[src/rtl/collider_pair_overlap_test_unit_macros.svh]
// assertion helpers shared by the collider pair overlap test unit
// both macros expect signals named clk and arst_n in the calling scope
`ifndef COLLIDER_PAIR_OVERLAP_TEST_UNIT_MACROS_SVH
`define COLLIDER_PAIR_OVERLAP_TEST_UNIT_MACROS_SVH

`ifndef SYNTHESIS
`define CPOT_ASSERT_IMPL(label, ante, cons) \
	label: assert property (@(posedge clk) disable iff (!arst_n) (ante) |-> (cons)) \
		else $error("collider pair overlap check failed");
`define CPOT_ASSERT_NEXT(label, ante, cons) \
	label: assert property (@(posedge clk) disable iff (!arst_n) (ante) |=> (cons)) \
		else $error("collider pair overlap check failed");
`else
`define CPOT_ASSERT_IMPL(label, ante, cons)
`define CPOT_ASSERT_NEXT(label, ante, cons)
`endif

`endif

[src/rtl/cpot_pkg.sv]
package cpot_pkg;

	localparam int CoordBitsDef = 16;
	localparam int LayerBitsDef = 16;
	localparam int CenterW      = 48;
	localparam int ExtentW      = 48;
	localparam int LayerW       = 16;
	localparam int Lanes        = 3;

	typedef enum logic {
		SHAPE_SPHERE = 1'b0,
		SHAPE_BOX    = 1'b1
	} shape_t;

	// per-beat control that rides along the pipeline
	typedef struct packed {
		logic pass;
		logic box_box;
	} ctl_t;

endpackage

[src/rtl/cpot_pair_if.sv]
interface cpot_pair_if;
	logic                            valid;
	logic                            ready;
	cpot_pkg::shape_t                first_shape;
	logic [cpot_pkg::CenterW-1:0]    first_center;
	logic [cpot_pkg::ExtentW-1:0]    first_extent;
	logic [cpot_pkg::LayerW-1:0]     first_layer;
	logic [cpot_pkg::LayerW-1:0]     first_mask;
	cpot_pkg::shape_t                second_shape;
	logic [cpot_pkg::CenterW-1:0]    second_center;
	logic [cpot_pkg::ExtentW-1:0]    second_extent;
	logic [cpot_pkg::LayerW-1:0]     second_layer;
	logic [cpot_pkg::LayerW-1:0]     second_mask;

	modport source (
		output valid, first_shape, first_center, first_extent, first_layer, first_mask,
		output second_shape, second_center, second_extent, second_layer, second_mask,
		input  ready
	);
	modport sink (
		input  valid, first_shape, first_center, first_extent, first_layer, first_mask,
		input  second_shape, second_center, second_extent, second_layer, second_mask,
		output ready
	);
endinterface

[src/rtl/cpot_result_if.sv]
interface cpot_result_if;
	logic valid;
	logic ready;
	logic overlap;
	logic filter_pass;

	modport source (output valid, overlap, filter_pass, input ready);
	modport sink (input valid, overlap, filter_pass, output ready);
endinterface

[src/rtl/cpot_prep.sv]
module cpot_prep #(
	parameter int COORD_BITS = cpot_pkg::CoordBitsDef,
	parameter int LAYER_BITS = cpot_pkg::LayerBitsDef
) (
	input  logic                                        clk,
	input  logic                                        arst_n,
	input  logic                                        in_valid,
	output logic                                        in_ready,
	input  cpot_pkg::shape_t                            first_shape,
	input  logic [cpot_pkg::CenterW-1:0]                first_center,
	input  logic [cpot_pkg::ExtentW-1:0]                first_extent,
	input  logic [cpot_pkg::LayerW-1:0]                 first_layer,
	input  logic [cpot_pkg::LayerW-1:0]                 first_mask,
	input  cpot_pkg::shape_t                            second_shape,
	input  logic [cpot_pkg::CenterW-1:0]                second_center,
	input  logic [cpot_pkg::ExtentW-1:0]                second_extent,
	input  logic [cpot_pkg::LayerW-1:0]                 second_layer,
	input  logic [cpot_pkg::LayerW-1:0]                 second_mask,
	output logic                                        out_valid,
	input  logic                                        out_ready,
	output cpot_pkg::ctl_t                              ctl,
	output logic [cpot_pkg::Lanes-1:0][COORD_BITS:0]    delta,
	output logic [cpot_pkg::Lanes-1:0][COORD_BITS:0]    ext,
	output logic [COORD_BITS:0]                         radius
);

	localparam int PackW = cpot_pkg::Lanes * COORD_BITS;
	localparam logic [cpot_pkg::LayerW-1:0] LayerMask =
		cpot_pkg::LayerW'((64'd1 << LAYER_BITS) - 64'd1);

	logic [PackW-1:0]                          fc_w, sc_w, fe_w, se_w;
	logic [cpot_pkg::Lanes-1:0][COORD_BITS:0]  ca, cb, ea, eb;
	logic [cpot_pkg::Lanes-1:0][COORD_BITS:0]  delta_d, ext_d;
	logic [COORD_BITS:0]                       radius_d;
	logic                                      sph_first, sph_second, box_box, both_sph;
	cpot_pkg::ctl_t                            ctl_d;

	logic                                      v_s1;
	cpot_pkg::ctl_t                            ctl_s1;
	logic [cpot_pkg::Lanes-1:0][COORD_BITS:0]  delta_s1, ext_s1;
	logic [COORD_BITS:0]                       radius_s1;

	// lanes past the 48-bit field read as zero
	assign fc_w = PackW'({{PackW{1'b0}}, first_center});
	assign sc_w = PackW'({{PackW{1'b0}}, second_center});
	assign fe_w = PackW'({{PackW{1'b0}}, first_extent});
	assign se_w = PackW'({{PackW{1'b0}}, second_extent});

	assign sph_first  = (first_shape == cpot_pkg::SHAPE_SPHERE);
	assign sph_second = (second_shape == cpot_pkg::SHAPE_SPHERE);
	assign box_box    = !sph_first && !sph_second;
	assign both_sph   = sph_first && sph_second;

	always_comb begin
		for (int i = 0; i < cpot_pkg::Lanes; i++) begin
			ca[i] = {fc_w[i*COORD_BITS+COORD_BITS-1], fc_w[i*COORD_BITS +: COORD_BITS]};
			cb[i] = {sc_w[i*COORD_BITS+COORD_BITS-1], sc_w[i*COORD_BITS +: COORD_BITS]};
			ea[i] = {1'b0, fe_w[i*COORD_BITS +: COORD_BITS]};
			eb[i] = {1'b0, se_w[i*COORD_BITS +: COORD_BITS]};
			// sphere center minus box center; box pairs grow one box by the other
			if (sph_first || box_box) begin
				delta_d[i] = ca[i] - cb[i];
			end else begin
				delta_d[i] = cb[i] - ca[i];
			end
			if (box_box) begin
				ext_d[i] = ea[i] + eb[i];
			end else if (both_sph) begin
				ext_d[i] = '0;
			end else if (sph_first) begin
				ext_d[i] = eb[i];
			end else begin
				ext_d[i] = ea[i];
			end
		end
		if (both_sph) begin
			radius_d = ea[0] + eb[0];
		end else if (box_box) begin
			radius_d = '0;
		end else if (sph_first) begin
			radius_d = ea[0];
		end else begin
			radius_d = eb[0];
		end
		ctl_d.pass    = (|(first_mask & second_layer & LayerMask)) &&
		                (|(second_mask & first_layer & LayerMask));
		ctl_d.box_box = box_box;
	end

	assign in_ready = !v_s1 || out_ready;

	always_ff @(posedge clk or negedge arst_n) begin
		if (!arst_n) begin
			v_s1 <= 1'b0;
		end else if (in_ready) begin
			v_s1 <= in_valid;
		end
	end

	always_ff @(posedge clk) begin
		if (in_valid && in_ready) begin
			ctl_s1    <= ctl_d;
			delta_s1  <= delta_d;
			ext_s1    <= ext_d;
			radius_s1 <= radius_d;
		end
	end

	assign out_valid = v_s1;
	assign ctl       = ctl_s1;
	assign delta     = delta_s1;
	assign ext       = ext_s1;
	assign radius    = radius_s1;

endmodule

[src/rtl/cpot_clamp.sv]
module cpot_clamp #(
	parameter int COORD_BITS = cpot_pkg::CoordBitsDef
) (
	input  logic                                        clk,
	input  logic                                        arst_n,
	input  logic                                        in_valid,
	output logic                                        in_ready,
	input  cpot_pkg::ctl_t                              in_ctl,
	input  logic [cpot_pkg::Lanes-1:0][COORD_BITS:0]    delta,
	input  logic [cpot_pkg::Lanes-1:0][COORD_BITS:0]    ext,
	input  logic [COORD_BITS:0]                         in_radius,
	output logic                                        out_valid,
	input  logic                                        out_ready,
	output cpot_pkg::ctl_t                              out_ctl,
	output logic [cpot_pkg::Lanes-1:0][COORD_BITS-1:0]  gap,
	output logic [COORD_BITS:0]                         out_radius
);

	logic [cpot_pkg::Lanes-1:0][COORD_BITS:0]    neg, mag;
	logic [cpot_pkg::Lanes-1:0][COORD_BITS-1:0]  gap_d;

	logic                                        v_s2;
	cpot_pkg::ctl_t                              ctl_s2;
	logic [cpot_pkg::Lanes-1:0][COORD_BITS-1:0]  gap_s2;
	logic [COORD_BITS:0]                         radius_s2;

	// distance from the point to the interval [-ext, ext], zero inside
	always_comb begin
		for (int i = 0; i < cpot_pkg::Lanes; i++) begin
			neg[i] = -delta[i];
			mag[i] = delta[i][COORD_BITS] ? {1'b0, neg[i][COORD_BITS-1:0]}
			                              : {1'b0, delta[i][COORD_BITS-1:0]};
			if (mag[i] > ext[i]) begin
				gap_d[i] = COORD_BITS'(mag[i] - ext[i]);
			end else begin
				gap_d[i] = '0;
			end
		end
	end

	assign in_ready = !v_s2 || out_ready;

	always_ff @(posedge clk or negedge arst_n) begin
		if (!arst_n) begin
			v_s2 <= 1'b0;
		end else if (in_ready) begin
			v_s2 <= in_valid;
		end
	end

	always_ff @(posedge clk) begin
		if (in_valid && in_ready) begin
			ctl_s2    <= in_ctl;
			gap_s2    <= gap_d;
			radius_s2 <= in_radius;
		end
	end

	assign out_valid  = v_s2;
	assign out_ctl    = ctl_s2;
	assign gap        = gap_s2;
	assign out_radius = radius_s2;

endmodule

[src/rtl/cpot_square.sv]
module cpot_square #(
	parameter int COORD_BITS = cpot_pkg::CoordBitsDef
) (
	input  logic                                          clk,
	input  logic                                          arst_n,
	input  logic                                          in_valid,
	output logic                                          in_ready,
	input  cpot_pkg::ctl_t                                in_ctl,
	input  logic [cpot_pkg::Lanes-1:0][COORD_BITS-1:0]    gap,
	input  logic [COORD_BITS:0]                           radius,
	output logic                                          out_valid,
	input  logic                                          out_ready,
	output cpot_pkg::ctl_t                                out_ctl,
	output logic [cpot_pkg::Lanes-1:0][2*COORD_BITS-1:0]  sq,
	output logic [2*COORD_BITS+1:0]                       r2
);

	localparam int SqW = 2 * COORD_BITS;
	localparam int R2W = 2 * COORD_BITS + 2;

	logic [cpot_pkg::Lanes-1:0][SqW-1:0]  sq_d;
	logic [R2W-1:0]                       r2_d;

	logic                                 v_s3;
	cpot_pkg::ctl_t                       ctl_s3;
	logic [cpot_pkg::Lanes-1:0][SqW-1:0]  sq_s3;
	logic [R2W-1:0]                       r2_s3;

	always_comb begin
		for (int i = 0; i < cpot_pkg::Lanes; i++) begin
			sq_d[i] = SqW'(gap[i]) * SqW'(gap[i]);
		end
		r2_d = R2W'(radius) * R2W'(radius);
	end

	assign in_ready = !v_s3 || out_ready;

	always_ff @(posedge clk or negedge arst_n) begin
		if (!arst_n) begin
			v_s3 <= 1'b0;
		end else if (in_ready) begin
			v_s3 <= in_valid;
		end
	end

	always_ff @(posedge clk) begin
		if (in_valid && in_ready) begin
			ctl_s3 <= in_ctl;
			sq_s3  <= sq_d;
			r2_s3  <= r2_d;
		end
	end

	assign out_valid = v_s3;
	assign out_ctl   = ctl_s3;
	assign sq        = sq_s3;
	assign r2        = r2_s3;

endmodule

[src/rtl/cpot_decide.sv]
module cpot_decide #(
	parameter int COORD_BITS = cpot_pkg::CoordBitsDef
) (
	input  logic                                          clk,
	input  logic                                          arst_n,
	input  logic                                          in_valid,
	output logic                                          in_ready,
	input  cpot_pkg::ctl_t                                in_ctl,
	input  logic [cpot_pkg::Lanes-1:0][2*COORD_BITS-1:0]  sq,
	input  logic [2*COORD_BITS+1:0]                       r2,
	output logic                                          out_valid,
	input  logic                                          out_ready,
	output logic                                          overlap,
	output logic                                          filter_pass
);

	localparam int SumW = 2 * COORD_BITS + 2;

	logic [SumW-1:0]  sum_d;
	logic             hit_d;

	logic             v_s4;
	logic             overlap_s4;
	logic             pass_s4;

	// box pairs touch only when every axis gap is zero
	always_comb begin
		sum_d = SumW'(sq[0]) + SumW'(sq[1]) + SumW'(sq[2]);
		if (in_ctl.box_box) begin
			hit_d = (sum_d == '0);
		end else begin
			hit_d = (sum_d <= r2);
		end
	end

	assign in_ready = !v_s4 || out_ready;

	always_ff @(posedge clk or negedge arst_n) begin
		if (!arst_n) begin
			v_s4 <= 1'b0;
		end else if (in_ready) begin
			v_s4 <= in_valid;
		end
	end

	always_ff @(posedge clk) begin
		if (in_valid && in_ready) begin
			overlap_s4 <= in_ctl.pass && hit_d;
			pass_s4    <= in_ctl.pass;
		end
	end

	assign out_valid   = v_s4;
	assign overlap     = overlap_s4;
	assign filter_pass = pass_s4;

endmodule

[src/rtl/collider_pair_overlap_test_unit.sv]
// collider pair overlap test unit
// pair channel (sink): one beat carries two colliders, each a sphere or an
//   axis-aligned box with packed x/y/z center and extent lanes, a layer word
//   and a mask word
// result channel (source): one beat per pair with overlap and filter_pass;
//   overlap is never set for a pair that the layer/mask filter rejects
// stages: one register stage each for shape select and filter, axis clamp,
//   squaring, and the sum and compare that also serves as the output
//   register
// throughput: one pair per cycle while result.ready is high, set by the
//   four-stage valid/ready pipeline
// reset: arst_n clears all stage valid bits at once, so the unit comes out
//   of reset empty and ready; the stage data registers are not reset
// stall: while result.ready is low a held result stays put and each stage
//   keeps its beat once the stage after it is full; pair.ready drops only
//   when all four stages hold a beat, and nothing is lost or repeated
`include "collider_pair_overlap_test_unit_macros.svh"

module collider_pair_overlap_test_unit #(
	parameter int COORD_BITS = cpot_pkg::CoordBitsDef,
	parameter int LAYER_BITS = cpot_pkg::LayerBitsDef
) (
	input  logic            clk,
	input  logic            arst_n,
	cpot_pair_if.sink       pair,
	cpot_result_if.source   result
);

	localparam int Lanes = cpot_pkg::Lanes;

	// stage one: shape selection, lane unpack, layer/mask filter
	logic                                v_s1, rdy_s1;
	cpot_pkg::ctl_t                      ctl_s1;
	logic [Lanes-1:0][COORD_BITS:0]      delta_s1, ext_s1;
	logic [COORD_BITS:0]                 r_s1;

	// stage two: per-axis distance outside the box
	logic                                v_s2, rdy_s2;
	cpot_pkg::ctl_t                      ctl_s2;
	logic [Lanes-1:0][COORD_BITS-1:0]    gap_s2;
	logic [COORD_BITS:0]                 r_s2;

	// stage three: squares
	logic                                v_s3, rdy_s3;
	cpot_pkg::ctl_t                      ctl_s3;
	logic [Lanes-1:0][2*COORD_BITS-1:0]  sq_s3;
	logic [2*COORD_BITS+1:0]             r2_s3;

	cpot_prep #(
		.COORD_BITS (COORD_BITS),
		.LAYER_BITS (LAYER_BITS)
	) u_prep (
		.clk           (clk),
		.arst_n        (arst_n),
		.in_valid      (pair.valid),
		.in_ready      (pair.ready),
		.first_shape   (pair.first_shape),
		.first_center  (pair.first_center),
		.first_extent  (pair.first_extent),
		.first_layer   (pair.first_layer),
		.first_mask    (pair.first_mask),
		.second_shape  (pair.second_shape),
		.second_center (pair.second_center),
		.second_extent (pair.second_extent),
		.second_layer  (pair.second_layer),
		.second_mask   (pair.second_mask),
		.out_valid     (v_s1),
		.out_ready     (rdy_s1),
		.ctl           (ctl_s1),
		.delta         (delta_s1),
		.ext           (ext_s1),
		.radius        (r_s1)
	);

	cpot_clamp #(
		.COORD_BITS (COORD_BITS)
	) u_clamp (
		.clk        (clk),
		.arst_n     (arst_n),
		.in_valid   (v_s1),
		.in_ready   (rdy_s1),
		.in_ctl     (ctl_s1),
		.delta      (delta_s1),
		.ext        (ext_s1),
		.in_radius  (r_s1),
		.out_valid  (v_s2),
		.out_ready  (rdy_s2),
		.out_ctl    (ctl_s2),
		.gap        (gap_s2),
		.out_radius (r_s2)
	);

	cpot_square #(
		.COORD_BITS (COORD_BITS)
	) u_square (
		.clk       (clk),
		.arst_n    (arst_n),
		.in_valid  (v_s2),
		.in_ready  (rdy_s2),
		.in_ctl    (ctl_s2),
		.gap       (gap_s2),
		.radius    (r_s2),
		.out_valid (v_s3),
		.out_ready (rdy_s3),
		.out_ctl   (ctl_s3),
		.sq        (sq_s3),
		.r2        (r2_s3)
	);

	// final stage doubles as the output register
	cpot_decide #(
		.COORD_BITS (COORD_BITS)
	) u_decide (
		.clk         (clk),
		.arst_n      (arst_n),
		.in_valid    (v_s3),
		.in_ready    (rdy_s3),
		.in_ctl      (ctl_s3),
		.sq          (sq_s3),
		.r2          (r2_s3),
		.out_valid   (result.valid),
		.out_ready   (result.ready),
		.overlap     (result.overlap),
		.filter_pass (result.filter_pass)
	);

	// an empty output stage means every stage can take a beat
	`CPOT_ASSERT_IMPL(a_ready_when_out_empty, !result.valid, pair.ready)
	// a rejected pair never reports a hit
	`CPOT_ASSERT_IMPL(a_overlap_needs_pass, result.valid, !result.overlap || result.filter_pass)
	// box pairs carry no radius into the pipe
	`CPOT_ASSERT_IMPL(a_box_pair_no_radius, v_s1 && ctl_s1.box_box, r_s1 == '0)
	// an accepted pair lands in stage one
	`CPOT_ASSERT_NEXT(a_accept_fills_s1, pair.valid && pair.ready, v_s1)

endmodule
[src/flat_wrapper.sv]
// flat-port wrapper written by rule: the top's interface ports become plain ports
module collider_pair_overlap_test_unit_flat 
#(
	parameter int COORD_BITS = cpot_pkg::CoordBitsDef,
	parameter int LAYER_BITS = cpot_pkg::LayerBitsDef
)
  (clk, arst_n, pair_valid, pair_first_shape, pair_first_center, pair_first_extent, pair_first_layer, pair_first_mask, pair_second_shape, pair_second_center, pair_second_extent, pair_second_layer, pair_second_mask, pair_ready, result_valid, result_overlap, result_filter_pass, result_ready);
  cpot_pair_if pair_i ();
  cpot_result_if result_i ();
  input  logic clk;
  input  logic arst_n;
  input wire logic [$bits(pair_i.valid)-1:0] pair_valid;
  input wire logic [$bits(pair_i.first_shape)-1:0] pair_first_shape;
  input wire logic [$bits(pair_i.first_center)-1:0] pair_first_center;
  input wire logic [$bits(pair_i.first_extent)-1:0] pair_first_extent;
  input wire logic [$bits(pair_i.first_layer)-1:0] pair_first_layer;
  input wire logic [$bits(pair_i.first_mask)-1:0] pair_first_mask;
  input wire logic [$bits(pair_i.second_shape)-1:0] pair_second_shape;
  input wire logic [$bits(pair_i.second_center)-1:0] pair_second_center;
  input wire logic [$bits(pair_i.second_extent)-1:0] pair_second_extent;
  input wire logic [$bits(pair_i.second_layer)-1:0] pair_second_layer;
  input wire logic [$bits(pair_i.second_mask)-1:0] pair_second_mask;
  output wire logic [$bits(pair_i.ready)-1:0] pair_ready;
  output wire logic [$bits(result_i.valid)-1:0] result_valid;
  output wire logic [$bits(result_i.overlap)-1:0] result_overlap;
  output wire logic [$bits(result_i.filter_pass)-1:0] result_filter_pass;
  input wire logic [$bits(result_i.ready)-1:0] result_ready;
  assign pair_i.valid = pair_valid;
  assign pair_i.first_shape = pair_first_shape;
  assign pair_i.first_center = pair_first_center;
  assign pair_i.first_extent = pair_first_extent;
  assign pair_i.first_layer = pair_first_layer;
  assign pair_i.first_mask = pair_first_mask;
  assign pair_i.second_shape = pair_second_shape;
  assign pair_i.second_center = pair_second_center;
  assign pair_i.second_extent = pair_second_extent;
  assign pair_i.second_layer = pair_second_layer;
  assign pair_i.second_mask = pair_second_mask;
  assign pair_ready = pair_i.ready;
  assign result_valid = result_i.valid;
  assign result_overlap = result_i.overlap;
  assign result_filter_pass = result_i.filter_pass;
  assign result_i.ready = result_ready;
  collider_pair_overlap_test_unit #(.COORD_BITS(COORD_BITS), .LAYER_BITS(LAYER_BITS)) u_core (.clk(clk), .arst_n(arst_n), .pair(pair_i), .result(result_i));
endmodule
[config.mk]
export PLATFORM = sky130hd
export DESIGN_NAME = collider_pair_overlap_test_unit_flat
export DESIGN_NICKNAME = d
export VERILOG_FILES = /design/src/rtl/cpot_pkg.sv /design/src/rtl/cpot_pair_if.sv /design/src/rtl/cpot_result_if.sv /design/src/rtl/cpot_prep.sv /design/src/rtl/cpot_clamp.sv /design/src/rtl/cpot_square.sv /design/src/rtl/cpot_decide.sv /design/src/rtl/collider_pair_overlap_test_unit.sv /design/src/flat_wrapper.sv
export VERILOG_INCLUDE_DIRS = /design/src /design/src/rtl
export SDC_FILE = /design/constraint.sdc
export NUM_CORES = 2
export LEC_CHECK = 0
export ABC_AREA = 1
export BUFFER_PORTS_ARGS = -buffer_cell sky130_fd_sc_hd__buf_4
export CAP_MARGIN = 15
export CORE_UTILIZATION = 60
export CTS_BUF_LIST = sky130_fd_sc_hd__clkbuf_16
export DETAILED_ROUTE_END_ITERATION = 10
export HOLD_SLACK_MARGIN = 0.03
export PLACE_DENSITY = 0.78
export SLEW_MARGIN = 20
export SYNTH_ARGS = -nofsm -noshare
export SYNTH_HDL_FRONTEND = slang
export SYNTH_SLANG_ARGS = --single-unit
[constraint.sdc]
create_clock -name clk -period 8.91 [get_ports clk]
set_input_delay 0.891 -clock clk [delete_from_list [all_inputs] [get_ports clk]]
set_output_delay 0.891 -clock clk [all_outputs]
set_load 0.02 [all_outputs]
* Word level (Yosys, flattened, before mapping)
Index checks and enable logic that the tools add are counted.
** Word-level totals
- Register bits after elaboration :: 326
- Logic and storage cells :: 95
** Cells by class
- $add $sub $neg :: 17
- $mul :: 4
- Magnitude comparators :: 4
- Multiplexer cells :: 19
- Bitwise logic cells :: 4
- Reduce and logical (&&, ||, !) cells :: 20
** Operators with widths (number)
- 16-bit two-way mux :: 10
- 17-bit two-way mux :: 8
- 16-bit by 16-bit subtractor with 17-bit output :: 6
- 16-bit by 16-bit multiplier with 32-bit output :: 3
- 16-bit by 16-bit adder with 17-bit output :: 3
- 16-bit by 17-bit > comparator with 1-bit output :: 3
- 16-bit negator :: 3
- 16-bit subtractor :: 3
- 34-bit by 32-bit adder with 34-bit output :: 1
- 34-bit <= comparator :: 1
- 34-bit logical NOT :: 1
- 17-bit by 17-bit multiplier with 34-bit output :: 1
- 32-bit by 32-bit adder with 33-bit output :: 1
- 16-bit AND :: 2
- 16-bit OR reduction :: 2
- 1-bit logical AND :: 8
- 1-bit logical OR :: 5
- 1-bit logical NOT :: 4
- 1-bit inverter :: 2
- 1-bit two-way mux :: 1

* Longest topological paths before layout
- Depth in word-level cells :: 6
- Depth in mapped cells :: 36

* Hierarchy
Synthesis repeated with hierarchy kept, for this count alone.
** Second synthesis, totals
- Cell total of the unflattened synthesis :: 8647
- Area total of the unflattened synthesis :: 62140.8 um^2
** Modules (own cells, without submodules)
- cpot_square :: instances 1, cells an instance 4597, area an instance 36426.2 um^2, sequential area each 3868.7 um^2
- cpot_prep :: instances 1, cells an instance 2258, area an instance 14236.2 um^2, sequential area each 3658.5 um^2
- cpot_clamp :: instances 1, cells an instance 1030, area an instance 7090.6 um^2, sequential area each 2037.0 um^2
- cpot_decide :: instances 1, cells an instance 762, area an instance 4388.0 um^2, sequential area each 85.1 um^2

* Worst setup path before layout
OpenSTA, ideal clock, no wires.
- Path kind :: input to register
- From :: in result_ready
- To :: reg u_core.u_prep.ctl[0] (netlist name)
- Arrival :: 6.323 ns
- Required time :: 8.305 ns
- Path slack :: 1.982 ns
- Stages on the path :: 8
- Path buffers :: 0
- Cell sequence :: nor2_1 > inv_1 > nor2_1 > inv_1 > nor2_1 > inv_1 > nor2_1 > nor2_1
** On the way
- Longest elaborated chain between the ends :: 5
** RTL lines
- from (decl) :: RTL line flat_wrapper.sv:27 : input wire logic [$bits(result_i.ready)-1:0] result_ready;
- 1-bit logical OR :: RTL line cpot_decide.sv:36 : assign in_ready = !v_s4 || out_ready;
- 1-bit logical OR :: RTL line cpot_square.sv:36 : assign in_ready = !v_s3 || out_ready;
- 1-bit logical OR :: RTL line cpot_clamp.sv:41 : assign in_ready = !v_s2 || out_ready;
- 1-bit logical OR :: RTL line cpot_prep.sv:90 : assign in_ready = !v_s1 || out_ready;
- 1-bit logical AND :: RTL line cpot_prep.sv:101 : if (in_valid && in_ready) begin
Every way passes these cells.
A chain may end at the register's enable or synchronous reset.

* Worst setup path after layout
- From :: reg u_core.u_clamp.radius_s2[3] (netlist: u_core.u_clamp.out_radius[3])
- To :: reg u_core.u_square.r2_s3[26] (netlist: u_core.u_square.r2[26]) (data pin)
** On the way
- Longest elaborated chain between the ends :: 1
** RTL lines
- from (decl) :: RTL line cpot_clamp.sv:25 : logic [COORD_BITS:0] radius_s2;
- from (signal assigned) :: RTL line cpot_clamp.sv:55 : radius_s2 <= in_radius;
- 17-bit by 17-bit multiplier with 34-bit output :: RTL line cpot_square.sv:33 : r2_d = R2W'(radius) * R2W'(radius);
- net u_core.u_square.r2_d[26] :: RTL line cpot_square.sv:22 : logic [R2W-1:0] r2_d;
- to (signal assigned) :: RTL line cpot_square.sv:50 : r2_s3 <= r2_d;
- to (decl) :: RTL line cpot_square.sv:27 : logic [R2W-1:0] r2_s3;
The timed path passes the listed nets, and every way through them passes these cells.

==> flow_summary.json <==
{
  "ioPinCount": 266,
  "most_common_cell_after_layout_fill_and_taps_aside": "sky130_fd_sc_hd__inv_1",
  "cts.path.max_buffers": 3,
  "setup_viol_count_final": 0,
  "nets_final": 8820,
  "synth.largest_area_cell": "sky130_fd_sc_hd__fa_1",
  "post_synth.cell_area_avg_um2": 8.03,
  "placed_cells": 8365,
  "critPathKind": "flop to flop",
  "grt_antenna_before_repair": 0,
  "drt-pass1-iter-count": 6,
  "synth.top_cell.area_share_pct": 24.8,
  "timing.critical_path.cells": "nand2_1, fa_1, inv_1, fa_1, inv_1, fa_1, inv_1, fa_1, inv_1, fa_1, inv_1, fa_1, ha_1, nand2_1, nor4_1, a21oi_1, o21ai_0, a21o_1, a21oi_1, xnor2_1",
  "fp-row-count": 111,
  "final_cells": 8439,
  "sequential_fraction_of_the_synthesis_area_pct": 17.1,
  "timing.critical_path.mode_cell": "sky130_fd_sc_hd__fa_1",
  "grt_max_degree": 76,
  "hp-class": "primary input to asynchronous set/reset pin",
  "synth_mux_area_share_pct": 0.107,
  "synth_seq_cells": 322,
  "holdBufCountCts": 0,
  "core_region_area_um2": 92400,
  "synth_edf_count": 318,
  "slew_viol_final": 0,
  "post_synthesis_cell_area_um2": 56300,
  "finish.instance_area_um2": 60700,
  "grt_setup_unrepaired": "no",
  "grt_total_usage_pct": 28.8,
  "yosysWarningCount": 0,
  "initial_core_util_pct": 61.0,
  "timing.critical_path.fanout_max": 18,
  "worstReg2RegStart": "u_core.u_clamp.out_radius[3]",
  "placement.io_buffers": 265,
  "finish.utilization_pct": 65.7,
  "routed_wirelength_um": 133000,
  "max_cap_viol_count": 0,
  "via_per_inst": 5.29,
  "drc": 0,
  "grt_pass1_vias": 45966,
  "first_pass_grt_wire_length_um": 222000,
  "area_fraction_in_compound_gates_after_synthesis_pct": 8.56,
  "drive_gt1_share_pct": 5.54,
  "synth_area_leaders": "sky130_fd_sc_hd__fa_1, sky130_fd_sc_hd__edfxtp_1, sky130_fd_sc_hd__ha_1",
  "syn_nets": 8668,
  "routed_wire_length_per_instance_um": 15.7,
  "fp.dieH_um": 308,
  "cp.arrival_ns": 6.60,
  "number_of_cts_inserted_buffers": 40,
  "fmax_mhz": 159,
  "diodes": 0,
  "clkLatencyLatePin_ns": 0.59,
  "gp_congestion": 0.958,
  "synth_top_family_by_area": "adder cells",
  "most-common-layout-cells": "sky130_fd_sc_hd__inv_1, sky130_fd_sc_hd__nand2_1, sky130_fd_sc_hd__fa_1, sky130_fd_sc_hd__ha_1, sky130_fd_sc_hd__a21oi_1",
  "crit_path_start_kind": "flop",
  "number_of_gates_resized_after_cts": 0,
  "setup.worst_path.start": "u_core.u_clamp.out_radius[3]",
  "adder_and_majority_cell_fraction_of_the_synthesized_area_pct": 40.3,
  "result_of_the_run": "complete, no violations",
  "tightestPinTransition_ns": 1.15,
  "filler_cell_count": 7764,
  "final_period_minus_worst_setup_slack_ns": 6.30,
  "chipWidth_um": 308,
  "critPathRequiredTime_ns": 9.21,
  "setup_total_negative_slack_ns": 0,
  "drt_iter0_drcs": 2665,
  "crit_buf_inv": 5,
  "cts_setup_buffers": 0,
  "timing_hold_violations_final": 0,
  "cts_tree": "done",
  "share_of_flip_flops_with_an_asynchronous_set_or_reset_after_synthesis_pct": 1.24,
  "yosys.area_share.xor_xnor_pct": 5.20,
  "dpl-instance-area_um2": 59300,
  "fp.dieArea_um2": 95100,
  "crit_path_end_kind": "flop",
  "global_route.overflow_total": 0,
  "skew_ns": 0.0461,
  "detailed_place_hpwl_um": 113000,
  "worst_path_max_delay_cell": "sky130_fd_sc_hd__edfxtp_1",
  "final_antenna_net_count": 0,
  "fin_crit_sh_pct": 70.7,
  "max_stage_delay_ns": 0.81,
  "crit_family": "adder cells",
  "postSynthCellCount": 7012,
  "post_synth_and_or_nand_nor_area_fraction_pct": 15.0,
  "maxSlewHeadroom_pct": 22.8,
  "cts-htree-levels": 2,
  "cts.reportedPaths.clkPinSlew_ns": 0.07,
  "clockRootBuffer": "sky130_fd_sc_hd__clkbuf_16",
  "yosysUniqueCellTypes": 54,
  "synth_flop_cell": "sky130_fd_sc_hd__edfxtp_1",
  "cts_num_sinks": 322,
  "vias": 44669,
  "layout-area-overhead-vs-synth_pct": 7.78
}
## kinds of logic (layout without fill, tap and decap cells)
group,count (synthesis),after routing
simple gates,2077,2077
mux,6,6
compound gates,830,830
flops,322,322
xor+xnor,334,334
buf+inv,2049,2233
fa+ha+maj,1394,1394
## per-layer routing
metal,up-vias,share of wire [%],track usage (%)
met5,-,0,0
met4,0,1.9,6.40
met3,168,5.3,3.08
met2,1227,50,50.8
met1,21446,43,38.2
li1,21828,-,-
## Yosys cell counts, drive strengths merged, types with 9 or more instances
| master | number |
|---|---|
| nor4 | 21 |
| nand4 | 44 |
| o21a | 12 |
| o211ai | 31 |
| xnor2 | 125 |
| a22o | 10 |
| nor2 | 290 |
| edfxtp | 318 |
| clkbuf | 149 |
| buf | 16 |
| nor3 | 51 |
| a21boi | 18 |
| inv | 1880 |
| or2 | 26 |
| o21bai | 25 |
| nand2 | 1463 |
| ha | 697 |
| fa | 697 |
| o221ai | 27 |
| a21oi | 400 |
| xor2 | 209 |
| o2111ai | 12 |
| a21o | 31 |
| o21ai | 196 |
| a31oi | 35 |
| nand3 | 168 |
| a221oi | 9 |
## worst paths after layout
path / endpoint / slack (ns) / depth (start not counted)
max reg2reg: u_core.u_square.r2[26] / 2.61 / 20
max: u_core.u_square.r2[26] / 2.61 / 20
min in group clk: u_core.u_clamp.out_radius[16] / 0.41 / 0
min reg2reg: u_core.u_clamp.out_radius[16] / 0.41 / 0
min: u_core.u_square.out_valid / 0.09 / 1
max in group asynchronous: u_core.u_decide.out_valid / 8.70 / 1
## through the flow
| step | setup WS, ns | hold slack, ns |
|---|---|---|
| finish | 2.61 | 0.0924 |
| global route | 2.20 | 0.0796 |
| CTS | 2.63 | 0.0728 |
| detailed placement | 2.65 | 0.406 |
| global placement | 2.80 | 0.402 |
| floorplan | 1.98 | 0.400 |
## cell type report
class | count | area (um^2) | share of cell area (%)
Inverter | 1884 | 7070 | 11.7
Clock inverter | 33 | 368 | 0.606
Tap cell | 1243 | 1560 | 2.56
Timing Repair Buffer | 275 | 2060 | 3.40
Sequential cell | 322 | 9650 | 15.9
Multi-Input combinational cell | 4641 | 38900 | 64.2
Clock buffer | 41 | 1030 | 1.69
## worst reg2reg max path, cell delays in order (launching register included)
cell                       delay, ns
sky130_fd_sc_hd__edfxtp_1       0.81
sky130_fd_sc_hd__nand2_1        0.18
sky130_fd_sc_hd__fa_1           0.54
sky130_fd_sc_hd__inv_1          0.07
sky130_fd_sc_hd__fa_1           0.54
sky130_fd_sc_hd__inv_1          0.06
sky130_fd_sc_hd__fa_1           0.49
sky130_fd_sc_hd__inv_1          0.05
sky130_fd_sc_hd__fa_1           0.55
sky130_fd_sc_hd__inv_1          0.05
sky130_fd_sc_hd__fa_1           0.47
sky130_fd_sc_hd__inv_1          0.05
sky130_fd_sc_hd__fa_1           0.44
sky130_fd_sc_hd__ha_1           0.37
sky130_fd_sc_hd__nand2_1        0.11
sky130_fd_sc_hd__nor4_1         0.28
sky130_fd_sc_hd__a21oi_1        0.16
sky130_fd_sc_hd__o21ai_0        0.30
sky130_fd_sc_hd__a21o_1         0.24
sky130_fd_sc_hd__a21oi_1        0.11
sky130_fd_sc_hd__xnor2_1        0.15
## flip-flops by register name, indices dropped and copies added (netlist names), 2 cells and up
register                   cells
u_core.u_clamp.out_ctl         2
u_core.u_square.out_ctl        2
u_core.u_prep.ctl              2
u_core.u_prep.radius          17
u_core.u_clamp.out_radius     17
u_core.u_prep.delta           51
u_core.u_square.sq            93
u_core.u_square.r2            33
u_core.u_clamp.gap            48
u_core.u_prep.ext             51
Power is not shown: default switching activity piles up to over one toggle a cycle in this logic, so the estimate is an artifact.
